==> config.mk <==
export PLATFORM = sky130hd
export DESIGN_NAME = stop_limit_order_trigger
export DESIGN_NICKNAME = d
export VERILOG_FILES = /design/src/rtl/sot_pkg.sv /design/src/rtl/sot_ram.sv /design/src/rtl/sot_eval.sv /design/src/rtl/stop_limit_order_trigger.sv
export SDC_FILE = /design/constraint.sdc
export NUM_CORES = 2
export LEC_CHECK = 0
export ABC_AREA = 0
export BUFFER_PORTS_ARGS = -buffer_cell sky130_fd_sc_hd__buf_2
export CORE_MARGIN = 2
export CORE_UTILIZATION = 40
export CTS_BUF_LIST = sky130_fd_sc_hd__clkbuf_4
export DETAILED_ROUTE_END_ITERATION = 8
export GPL_ROUTABILITY_DRIVEN = 0
export SLEW_MARGIN = 20
export SYNTH_ARGS = -nofsm -noshare
export SYNTH_HDL_FRONTEND = slang
export SYNTH_SLANG_ARGS = --single-unit
==> constraint.sdc <==
create_clock -name clk_i -period 9.69 [get_ports clk_i]
set_input_delay 1.4535 -clock clk_i [delete_from_list [all_inputs] [get_ports clk_i]]
set_output_delay 1.4535 -clock clk_i [all_outputs]
set_load 0.1 [all_outputs]
==> src/rtl/sot_pkg.sv <==
// Shared types and codes for the stop/limit order trigger table.
// Used by sot_eval and stop_limit_order_trigger; depends on nothing.
package sot_pkg;

  // Order kinds as carried by a request and stored in the table.
  localparam logic [2:0] KIND_MKT_BUY        = 3'd0;
  localparam logic [2:0] KIND_MKT_SELL       = 3'd1;
  localparam logic [2:0] KIND_BUY_STOP       = 3'd2;
  localparam logic [2:0] KIND_BUY_LIMIT      = 3'd3;
  localparam logic [2:0] KIND_BUY_STOPLIMIT  = 3'd4;
  localparam logic [2:0] KIND_SELL_STOP      = 3'd5;
  localparam logic [2:0] KIND_SELL_LIMIT     = 3'd6;
  localparam logic [2:0] KIND_SELL_STOPLIMIT = 3'd7;

  // Request functions.
  localparam logic FUNC_PLACE = 1'b0;
  localparam logic FUNC_PRICE = 1'b1;

  // Result outcomes.
  localparam logic OUTCOME_EXEC   = 1'b0;
  localparam logic OUTCOME_REJECT = 1'b1;

  // One pending order as held in the table memory.
  typedef struct packed {
    logic [2:0]  kind;
    logic [31:0] stop;
    logic [31:0] limit;
    logic [23:0] shares;
    logic [15:0] tag;
  } entry_t;

  // Verdict of the trigger check on one entry.
  typedef struct packed {
    logic       fire;
    logic       sell;
    logic [2:0] kind;
  } eval_t;

  // One result item without its last flag.
  typedef struct packed {
    logic        outcome;
    logic [15:0] tag;
    logic        sell;
    logic [23:0] shares;
  } res_t;

endpackage

==> src/rtl/sot_ram.sv <==
// Generic single-write, single-read RAM with a registered read port.
// No dependencies.
module sot_ram #(
  parameter int WIDTH = 8,
  parameter int DEPTH = 32
) (
  input  logic                                    clk_i,
  input  logic                                    we_i,
  input  logic [(DEPTH > 1 ? $clog2(DEPTH) : 1)-1:0] waddr_i,
  input  logic [WIDTH-1:0]                        wdata_i,
  input  logic [(DEPTH > 1 ? $clog2(DEPTH) : 1)-1:0] raddr_i,
  output logic [WIDTH-1:0]                        rdata_o
);

  logic [WIDTH-1:0] mem_q [DEPTH];
  logic [WIDTH-1:0] rdata_q;

  // Write port and registered read port.
  always_ff @(posedge clk_i) begin
    if (we_i) begin
      mem_q[waddr_i] <= wdata_i;
    end
    rdata_q <= mem_q[raddr_i];
  end

  assign rdata_o = rdata_q;

endmodule

==> src/rtl/sot_eval.sv <==
// Trigger check for one table entry against the current market price.
// Depends on sot_pkg for the kind codes and the eval_t verdict type.
module sot_eval
  import sot_pkg::*;
(
  input  entry_t      entry_i,
  input  logic [31:0] price_i,
  output eval_t       eval_o
);

  logic       stop_ge;
  logic       stop_le;
  logic       limit_ge;
  logic       limit_le;
  logic [2:0] kind_eff;

  // Price comparisons, all unsigned.
  assign stop_ge  = entry_i.stop >= price_i;
  assign stop_le  = entry_i.stop <= price_i;
  assign limit_ge = entry_i.limit >= price_i;
  assign limit_le = entry_i.limit <= price_i;

  // A stop-limit whose stop is hit becomes the limit order of its side.
  always_comb begin
    kind_eff = entry_i.kind;
    if (entry_i.kind == KIND_BUY_STOPLIMIT && stop_ge) begin
      kind_eff = KIND_BUY_LIMIT;
    end else if (entry_i.kind == KIND_SELL_STOPLIMIT && stop_le) begin
      kind_eff = KIND_SELL_LIMIT;
    end
  end

  // Fire decision on the (possibly converted) kind.
  always_comb begin
    eval_o.kind = kind_eff;
    eval_o.sell = (kind_eff >= KIND_SELL_STOP);
    unique case (kind_eff)
      KIND_BUY_STOP:   eval_o.fire = stop_ge;
      KIND_BUY_LIMIT:  eval_o.fire = limit_ge;
      KIND_SELL_STOP:  eval_o.fire = stop_le;
      KIND_SELL_LIMIT: eval_o.fire = limit_le;
      default:         eval_o.fire = 1'b0;
    endcase
  end

endmodule

==> src/rtl/stop_limit_order_trigger.sv <==
// Stop/limit order trigger table: top level.
// Depends on sot_pkg, sot_ram (table memory) and sot_eval (trigger check).
//
// Usage: requests arrive on the in_valid_i/in_ready_o channel, results leave
// on out_valid_o/out_ready_i. A place request for a market order gives one
// executed result; a pending order is appended to the table and gives no
// result, or gives one rejected result when the table is full. A price
// request scans the table oldest first and emits every fired order as an
// executed result; the final result of a request carries last_o.
// A price request on an empty table does not scan. Otherwise the scan
// evaluates one entry per cycle, unless a fired entry has nowhere to go,
// through the single table read port and the shared trigger check, and
// compacts the surviving entries in place through the write port.
// in_ready_o is low for the whole scan. A stalled receiver holds one result
// in the output register and one in a holding register; further fired
// entries then wait and the scan pauses. Reset empties the table (the fill
// count goes to zero), clears the recorded price, and drops any pending
// results; no clearing pass is needed.
module stop_limit_order_trigger
  import sot_pkg::*;
#(
  parameter int TABLE_DEPTH = 32
) (
  input  logic        clk_i,
  input  logic        rst_ni,
  input  logic        in_valid_i,
  output logic        in_ready_o,
  input  logic        func_i,
  input  logic [2:0]  order_type_i,
  input  logic [31:0] stop_level_i,
  input  logic [31:0] limit_level_i,
  input  logic [23:0] share_count_i,
  input  logic [15:0] order_tag_i,
  input  logic [31:0] market_price_i,
  output logic        out_valid_o,
  input  logic        out_ready_i,
  output logic        outcome_o,
  output logic [15:0] exec_tag_o,
  output logic        sell_side_o,
  output logic [23:0] exec_shares_o,
  output logic        last_o
);

  localparam int IW = (TABLE_DEPTH > 1) ? $clog2(TABLE_DEPTH) : 1;
  localparam int CW = $clog2(TABLE_DEPTH + 1);

  localparam logic [1:0] ST_IDLE  = 2'd0;
  localparam logic [1:0] ST_SCAN  = 2'd1;
  localparam logic [1:0] ST_FLUSH = 2'd2;

  logic [1:0]    state_q, state_d;
  logic [CW-1:0] count_q, count_d;
  logic [CW-1:0] keep_q, keep_d;
  logic [IW-1:0] idx_q, idx_d;
  logic [31:0]   price_q, price_d;
  logic          pend_valid_q, pend_valid_d;
  res_t          pend_q, pend_d;
  logic          out_valid_q, out_valid_d;
  res_t          out_q, out_d;
  logic          out_last_q, out_last_d;

  logic          accept;
  logic          out_free;
  logic          advance;
  logic          scan_end;
  logic          ram_we;
  logic [IW-1:0] ram_waddr;
  entry_t        ram_wdata;
  logic [IW-1:0] ram_raddr;
  entry_t        ram_rdata;
  entry_t        kept;
  eval_t         verdict;

  assign accept   = in_valid_i && in_ready_o;
  assign out_free = !out_valid_q || out_ready_i;

  // Table memory.
  sot_ram #(
    .WIDTH ($bits(entry_t)),
    .DEPTH (TABLE_DEPTH)
  ) u_table (
    .clk_i   (clk_i),
    .we_i    (ram_we),
    .waddr_i (ram_waddr),
    .wdata_i (ram_wdata),
    .raddr_i (ram_raddr),
    .rdata_o (ram_rdata)
  );

  // Shared trigger check on the entry being scanned.
  sot_eval u_eval (
    .entry_i (ram_rdata),
    .price_i (price_q),
    .eval_o  (verdict)
  );

  // A surviving entry keeps any stop-limit conversion.
  always_comb begin
    kept      = ram_rdata;
    kept.kind = verdict.kind;
  end

  // The scan moves on unless a fired entry has nowhere to go.
  assign advance  = !verdict.fire || !pend_valid_q || out_free;
  assign scan_end = (CW'(idx_q) == count_q - CW'(1));

  // Sequencer.
  always_comb begin
    state_d      = state_q;
    count_d      = count_q;
    keep_d       = keep_q;
    idx_d        = idx_q;
    price_d      = price_q;
    pend_valid_d = pend_valid_q;
    pend_d       = pend_q;
    out_valid_d  = out_valid_q && !out_ready_i;
    out_d        = out_q;
    out_last_d   = out_last_q;
    ram_we       = 1'b0;
    ram_waddr    = count_q[IW-1:0];
    ram_wdata    = '{kind: order_type_i, stop: stop_level_i, limit: limit_level_i,
                     shares: share_count_i, tag: order_tag_i};
    ram_raddr    = '0;

    unique case (state_q)
      ST_IDLE: begin
        if (accept) begin
          if (func_i == FUNC_PRICE) begin
            price_d = market_price_i;
            idx_d   = '0;
            keep_d  = '0;
            if (count_q != '0) begin
              state_d = ST_SCAN;
            end
          end else if (order_type_i == KIND_MKT_BUY || order_type_i == KIND_MKT_SELL) begin
            pend_d       = '{outcome: OUTCOME_EXEC, tag: order_tag_i,
                             sell: (order_type_i == KIND_MKT_SELL), shares: share_count_i};
            pend_valid_d = 1'b1;
            state_d      = ST_FLUSH;
          end else if (count_q == CW'(TABLE_DEPTH)) begin
            pend_d       = '{outcome: OUTCOME_REJECT, tag: order_tag_i,
                             sell: 1'b0, shares: '0};
            pend_valid_d = 1'b1;
            state_d      = ST_FLUSH;
          end else begin
            ram_we  = 1'b1;
            count_d = count_q + CW'(1);
          end
        end
      end

      ST_SCAN: begin
        ram_raddr = advance ? idx_q + IW'(1) : idx_q;
        ram_waddr = keep_q[IW-1:0];
        ram_wdata = kept;
        if (advance) begin
          if (verdict.fire) begin
            // Hand the older fired order to the output, hold the new one.
            if (pend_valid_q) begin
              out_valid_d = 1'b1;
              out_d       = pend_q;
              out_last_d  = 1'b0;
            end
            pend_d       = '{outcome: OUTCOME_EXEC, tag: ram_rdata.tag,
                             sell: verdict.sell, shares: ram_rdata.shares};
            pend_valid_d = 1'b1;
          end else begin
            ram_we = 1'b1;
            keep_d = keep_q + CW'(1);
          end
          idx_d = idx_q + IW'(1);
          if (scan_end) begin
            count_d = keep_d;
            state_d = ST_FLUSH;
          end
        end
      end

      ST_FLUSH: begin
        // The held result is the final one of this request.
        if (!pend_valid_q) begin
          state_d = ST_IDLE;
        end else if (out_free) begin
          out_valid_d  = 1'b1;
          out_d        = pend_q;
          out_last_d   = 1'b1;
          pend_valid_d = 1'b0;
          state_d      = ST_IDLE;
        end
      end

      default: begin
        state_d = ST_IDLE;
      end
    endcase
  end

  // Control registers.
  always_ff @(posedge clk_i or negedge rst_ni) begin
    if (!rst_ni) begin
      state_q      <= ST_IDLE;
      count_q      <= '0;
      keep_q       <= '0;
      idx_q        <= '0;
      price_q      <= '0;
      pend_valid_q <= 1'b0;
      out_valid_q  <= 1'b0;
    end else begin
      state_q      <= state_d;
      count_q      <= count_d;
      keep_q       <= keep_d;
      idx_q        <= idx_d;
      price_q      <= price_d;
      pend_valid_q <= pend_valid_d;
      out_valid_q  <= out_valid_d;
    end
  end

  // Result payload registers.
  always_ff @(posedge clk_i) begin
    pend_q     <= pend_d;
    out_q      <= out_d;
    out_last_q <= out_last_d;
  end

  assign in_ready_o    = (state_q == ST_IDLE);
  assign out_valid_o   = out_valid_q;
  assign outcome_o     = out_q.outcome;
  assign exec_tag_o    = out_q.tag;
  assign sell_side_o   = out_q.sell;
  assign exec_shares_o = out_q.shares;
  assign last_o        = out_last_q;

  // The fill count never passes the table size.
  a_count_bound: assert property (@(posedge clk_i) disable iff (!rst_ni)
    count_q <= CW'(TABLE_DEPTH))
    else $error("table fill count beyond table size");

  // Compaction never writes ahead of the entry being read.
  a_keep_behind: assert property (@(posedge clk_i) disable iff (!rst_ni)
    (state_q == ST_SCAN) |-> (keep_q <= CW'(idx_q)))
    else $error("compaction index ahead of scan index");

  // No held result is left behind when a request completes.
  a_no_stranded: assert property (@(posedge clk_i) disable iff (!rst_ni)
    (state_q == ST_IDLE) |-> !pend_valid_q)
    else $error("held result left in idle state");

  // A finished scan always passes through the flush step.
  a_scan_exit: assert property (@(posedge clk_i) disable iff (!rst_ni)
    ($past(state_q) == ST_SCAN && state_q != ST_SCAN) |-> (state_q == ST_FLUSH))
    else $error("scan left without flushing");

endmodule

After elaboration in Yosys (flattened, before gate mapping)
Memories as Yosys holds them, arrays and structs flattened. A register that Yosys moved wholly into a read port is not among the register bits.
Index checks and enable logic that the tools add are counted.

word-level totals
  register bits after elaboration = 138
  memory bits (writable) = 3424
  input bits = 144
  output and inout port bits = 45
  word-level logic and storage cells = 153
  memories = 1

operators by class
  add/sub/neg operators = 4
  $lt $le $gt $ge = 5
  eq/ne operators = 26
  mux-type cells = 75
  reduce and logical (&&, ||, !) cells = 26

memories
  memory         depth  width  rd ports  clocked after memory_dff  write ports  line           source
  u_table.mem_q  32     107    1         1                         1            sot_ram.sv:15  logic [WIDTH-1:0] mem_q [DEPTH];

operators with widths
  cell                                                             count
  42-bit 2-to-1 mux                                                11
  42-bit one-hot mux with 2 select lines                           2
  107-bit 2-to-1 mux                                               1
  32-bit >= comparator                                             2
  32-bit <= comparator                                             2
  6-bit 2-to-1 mux                                                 10
  1-bit 2-to-1 mux                                                 26
  5-bit 2-to-1 mux                                                 5
  6-bit one-hot mux with 2 select lines                            2
  6-bit AND reduction                                              4
  2-bit 2-to-1 mux                                                 9
  2-bit != test, second input constant                             9
  6-bit by 1-bit adder with 6-bit output, second input constant    2
  3-bit == test, second input constant                             4
  5-bit one-hot mux with 2 select lines                            1
  7-bit AND reduction                                              1
  3-bit by 2-bit == test with 1-bit output, second input constant  2
  5-bit by 6-bit == test with 1-bit output                         1
  6-bit == test, second input constant                             1
  3-bit 2-to-1 mux                                                 2
  1-bit one-hot mux with 2 select lines                            3
  2-bit one-hot mux with 3 select lines                            1
  3-bit AND reduction                                              2
  6-bit nonzero test                                               1
  21 further kinds                                                 32

Longest topological paths before layout
  word-level depth = 13
  depth in mapped cells = 17
  mapped depth without buffers = 14

Modules after synthesis
Synthesis repeated with hierarchy kept, for this count alone.

unflattened totals
  cells, all modules = 7045
  area total of the unflattened synthesis = 140947.7 µm²

by module, submodules not included
  module                    times used  cells an instance  area each (µm²)  seq. area each (µm²)
  sot_ram                   1           6241               132179.3         104960.7
  stop_limit_order_trigger  1           575                7096.8           3878.7
  sot_eval                  1           229                1671.6           0.0

Least setup slack after synthesis
Ideal clock, no wire load.

  path type = flip-flop to flip-flop
  from = reg price_q[14]
  to = mem u_table.mem_q[11][0] (netlist name) (enable)
  setup time = 0.574 ns
  arrival time = 7.858 ns
  required time = 9.116 ns
  slack = 1.257 ns
  cell stages (with the launch flop) = 15
  path buffers = 1
  period minus slack after synthesis = 8.433 ns
  cell sequence = dfrtp_1 > inv_1 > ha_1 > nand4_1 > or3_1 > a211oi_1 > o31ai_1 > a21oi_1 > o32ai_4 > nor2_1 > o21ai_0 > o2bb2a_1 > or2_2 > clkbuf_1 > nor2_1

between the ends
  cells in the longest elaborated chain, start to end = 13
  elaborated cells on any way between the ends = 21
  classes of those cells = order compare (4); eq/ne (4); mux (8); reduce/logical (5)

RTL lines
  item                                                                              line                             source
  from (decl)                                                                       stop_limit_order_trigger.sv:55   logic [31:0] price_q, price_d;
  from (signal assigned)                                                            stop_limit_order_trigger.sv:213  price_q <= price_d;
  32-bit <= comparator                                                              sot_eval.sv:19                   assign stop_le = entry_i.stop <= price_i;
  1-bit logical AND                                                                 sot_eval.sv:28                   end else if (entry_i.kind == KIND_SELL_STOPLIMIT && stop_le) begin
  3-bit 2-to-1 mux                                                                  sot_eval.sv:28
  3-bit 2-to-1 mux                                                                  sot_eval.sv:26                   if (entry_i.kind == KIND_BUY_STOPLIMIT && stop_ge) begin
  3-bit == test / 3-bit by 2-bit == test with 1-bit output (equally long branches)  sot_eval.sv:37                   unique case (kind_eff)
  1-bit one-hot mux with 4 select lines *                                           sot_eval.sv:37
  1-bit logical NOT                                                                 stop_limit_order_trigger.sv:104  assign advance = !verdict.fire || !pend_valid_q || out_free;
  1-bit logical OR (2 in series)                                                    stop_limit_order_trigger.sv:104
  1-bit 2-to-1 mux *                                                                stop_limit_order_trigger.sv:156  if (advance) begin
  1-bit one-hot mux with 2 select lines *                                           stop_limit_order_trigger.sv:125  unique case (state_q)
  1-bit 2-to-1 mux *                                                                sot_ram.sv:20                    if (we_i) begin
  1-bit 2-to-1 mux (not written as such) *                                          sot_ram.sv:21                    mem_q[waddr_i] <= wdata_i;
  to (decl)                                                                         sot_ram.sv:15

Every way passes the cells marked *; elsewhere a longest branch is shown, timed or not.

Final worst setup path
  from = reg price_q[23]
  to = mem u_table.mem_q[14][48] (netlist name) (enable)

Same word-level chain as after synthesis.

==> impl_metrics.csv <==
group,metric,value,unit
sta,fmax,137.9,MHz
logic_synthesis,synth_top_area_share,73.08,%
cts,clock_path_buffers,4,
setup_path,r2r_start,"price_q[23]",
finish,area_growth,13.10,%
die,start_util,40.17,%
logic_synthesis,syn_area_per_cell,15.34,um2
sta,relSlewSlack,-0.2139,%
cts,cts_tree,"done",
min_path,whs_endpoint,"price_q[13]",
cts,path_clk_slew,0.07,ns
setup_path,reg2reg_slack,2.44,ns
logic_synthesis,synthMuxAreaShare,3.680,%
drt,route.met2.wl,212.4,mm
logic_synthesis,synth_edf_count,3509,
cts,numClockSinks,3669,
drt,first_iter_violations,12620,
sta,finalWorstSetupSlack,2.437,ns
placed_design,place_ws,2.873,ns
setup_path,critPathKind,"reg -> reg",
logic_synthesis,ys_top_cells_by_area,"edfxtp_1 73%, nand2_1 4.3%, a211oi_1 3.6%, and3_1 2.7%, a311oi_1 2.4%",
setup_path,path_max_fanout,73,
setup_path,reg2regPathDepth,14,
power_and_ir_drop,p_leak,54.14,nW
drt,wl_met1,185.1,mm
setup_path,path_delay_family,"simple AND/OR/NAND/NOR gates",
outcome,status,"finished, violations left",
logic_synthesis,synth_top_family_by_area,"compound AO/OA/AOI/OAI gates",
setup_path,slowest_stage,"nor4_1",
sta,period_minus_slack,7.253,ns
sta,final_hold_viol_count,0,
sta,fin_setup_tns,0,ns
logic_synthesis,ys_types,77,
logic_synthesis,synth_flop_cell,"edfxtp_1",
outcome,violations,"design-rule violations, max-slew violations",
die,dieArea,0.3653,mm2
finish,nNetsFinal,10220,
grt,grt_pass1_wl,648.8,mm
setup_path,cp_slowest_stage_delay,0.91,ns
drt,drc,4,
logic_synthesis,ys_top_cells_by_count,"3509 x edfxtp_1, 1646 x nand2_1, 690 x a211oi_1",
power_and_ir_drop,pwr-share-clk,33.2,%
logic_synthesis,yosysTopAreaCell,"edfxtp_1",
cts,post_cts_buffers,0,
min_path,hp-class,"in -> reg",
logic_synthesis,yosys.area_share.adder,0.6248,%
logic_synthesis,yosys.area_share.simple,8.657,%
grt,antenna_found_initial,40,
power_and_ir_drop,p_sw_share,30.00,%
logic_synthesis,yosysSeqAreaShare,75.49,%
die,placementRows,220,
power_and_ir_drop,finalPower,39.65,mW
logic_synthesis,ys_ff_latch,3669,
sta,grt_setup_unrepaired,"false",
die,core_area,0.3589,mm2
setup_path,crit_chain,"inv_1 > ha_1 > nand2_1 > nor4_1 > a221oi_1 > o31ai_1 > a211o_1 > o32ai_4 > nor2_1 > o21ai_0 > o21ai_0 > nand2b_1 > nor2_4 > buf_12",
grt,grt_usage,24.53,%
setup_path,cp.required,10.83,ns
finish,drive_above_1_share,19.90,%
sta,setup_viol,0,
placed_design,numPortBuffers,188,
logic_synthesis,yosysMostFrequentCell,"edfxtp_1",
drt,top_layer,"met5",
sta,drv_slew,4,
die,die_h,604.4,um
setup_path,r2r_end,"u_table.mem_q[14][48]",
min_path,min-delay-start,"market_price_i[13]",
setup_path,worstSetupStartpointType,"flip-flop",
grt,globalRoute.totalOverflow,0,
power_and_ir_drop,cellInternalPower,27.75,mW
cts,cts_root_buffer,"clkbuf_4",
cts,cts_buffers,907,
logic_synthesis,syn_area,0.1442,mm2
setup_path,endpoint_kind,"flip-flop",
logic_synthesis,synth-xor-area-share,0.09025,%
grt,grt_max_degree,203,
setup_path,cp_common_cell,"o21ai_0",
setup_path,cp.arrival,8.39,ns
power_and_ir_drop,seq_power_share,50.2,%
grt,grt_pass1_vias,90220,
finish,fin_util,45.43,%
sta,post-route-period-util,74.85,%
power_and_ir_drop,switching_power,11.89,mW
power_and_ir_drop,power_density,243.1,mW/mm2
drt,avgRoutedWirePerCell,29.68,um
setup_path,crit_buf_inv,2,
cts,htreeDepth,6,
sta,worst_pin_slew,1.503,ns
power_and_ir_drop,peakVddDrop,0.1557,mV
logic_synthesis,syn_inst,9399,
drt,dr_wl_met3,47.57,mm
drt,viasPerCell,5.961,
die,io_pins,189,
sta,skew,0.1698,ns
logic_synthesis,async_flop_share,1.445,%
logic_synthesis,syn_nets,9615,
drt,vias,92710,
drt,wl,461.7,mm
flow_run,maxCapViolations,0,
placed_design,hpwl,222.7,mm
logic_synthesis,ys_warn_count,0,
min_path,whs_path_depth,2,
drt,dr.pass1.iters,8,
cts,clkLatencyLatePin,1.70,ns
power_and_ir_drop,combPwrFrac,16.6,%
drt,ant_nets,0,
die,fp.dieW,604.4,um
logic_synthesis,synth_compound_gate_area_share,9.147,%
[logic make-up (layout without fill, tap and decap cells)]
kind of cell | count (synthesis) | count (layout)
simple gates | 2743 | 2743
compound gates | 1714 | 1714
buf+inv | 770 | 2139
other cells | 0 | 12
flops | 3669 | 3669
fa+ha+maj | 72 | 72
mux | 417 | 417
xor+xnor | 14 | 14
[layer usage]
layer  GRT usage (%)  up-vias
li1                -    38980
met1           33.69    47360
met2           38.61     5517
met3           4.681      843
met4           9.620       14
met5               0        -
[cells in the final DEF, fill, tap and decap left out, drive strengths merged, types with 107 or more instances in the layout]
master,instances
nor2,157
a211oi,690
o21ai,119
nand2,1647
mux2i,223
clkbuf,1397
buf,381
a21oi,108
a311oi,394
nand3,134
mux2,116
dfxtp,107
clkinv,230
and3,627
edfxtp,3509
[power groups by stage]
stage / Sequential [mW] / Clock (mW) / Combinational, mW
floorplan: 20.4 / 0 / 3.69
global placement: 20.2 / 0 / 6.33
detailed placement: 20.2 / 0 / 6.47
CTS: 19.9 / 13.4 / 6.49
global route: 19.9 / 14.2 / 7.00
finish: 19.9 / 13.2 / 6.59
[how the worst max path moves through the flow]
stage / start / endpoint / slack, ns / cells past startpoint
after detailed placement: price_q[30] / u_table.mem_q[9][74] / 2.87 / 13
after CTS: price_q[30] / u_table.mem_q[9][37] / 2.77 / 13
after floorplan: price_q[14] / u_table.mem_q[11][0] / 1.26 / 14
final: price_q[23] / u_table.mem_q[14][48] / 2.44 / 14
after global placement: out_ready_i / u_table.rdata_o[50] / 2.42 / 12
after global routing: price_q[23] / u_table.mem_q[14][48] / 2.44 / 14
[final cells by class]
| class | instances | area, um2 |
|---|---|---|
| multi-input cells | 4960 | 32630 |
| clock inverters | 272 | 1533 |
| inverters | 71 | 266.5 |
| diodes | 12 | 30.03 |
| fillers | 31710 | 195900 |
| clock buffers | 1397 | 10490 |
| repair buffers | 399 | 3306 |
| flip-flops and latches | 3669 | 108800 |
| well taps | 4773 | 5972 |
[per-stage QoR]
| stage | hold WS, ns | cell area [um2] | std cells |
|---|---|---|---|
| detailed placement | 0.4063 | 150800 | 13850 |
| global route | 0.1399 | 163000 | 15540 |
| global placement | 0.4070 | 150700 | 13850 |
| CTS | 0.02497 | 163000 | 15540 |
| finish | 0.1642 | 163100 | 15550 |
| floorplan | 0.4003 | 144200 | 9399 |
[worst reg2reg max path, cell delays in order (launching register included)]
cell	delay, ns
dfrtp_1	0.53
inv_1	0.14
ha_1	0.33
nand2_1	0.08
nor4_1	0.91
a221oi_1	0.23
o31ai_1	0.24
a211o_1	0.36
o32ai_4	0.18
nor2_1	0.78
o21ai_0	0.24
o21ai_0	0.34
nand2b_1	0.52
nor2_4	0.76
buf_12	0.42
[sequential cells by signal, indices dropped and copies added (netlist names), 6 cells and up]
name             count
price_q             32
pend_q              42
u_table.rdata_o    107
exec_shares_o       24
keep_q               6
count_q              6
exec_tag_o          16
u_table.mem_q     3424
[what timing repair did]
item / in CTS / in global routing
hold buffers: 18 / 0
resized for setup: 0 / 0
setup endpoints to repair: 0 / 0
endpoints found under the hold margin: 40 / 0
No activity file was read; power rests on OpenSTA's default activity.
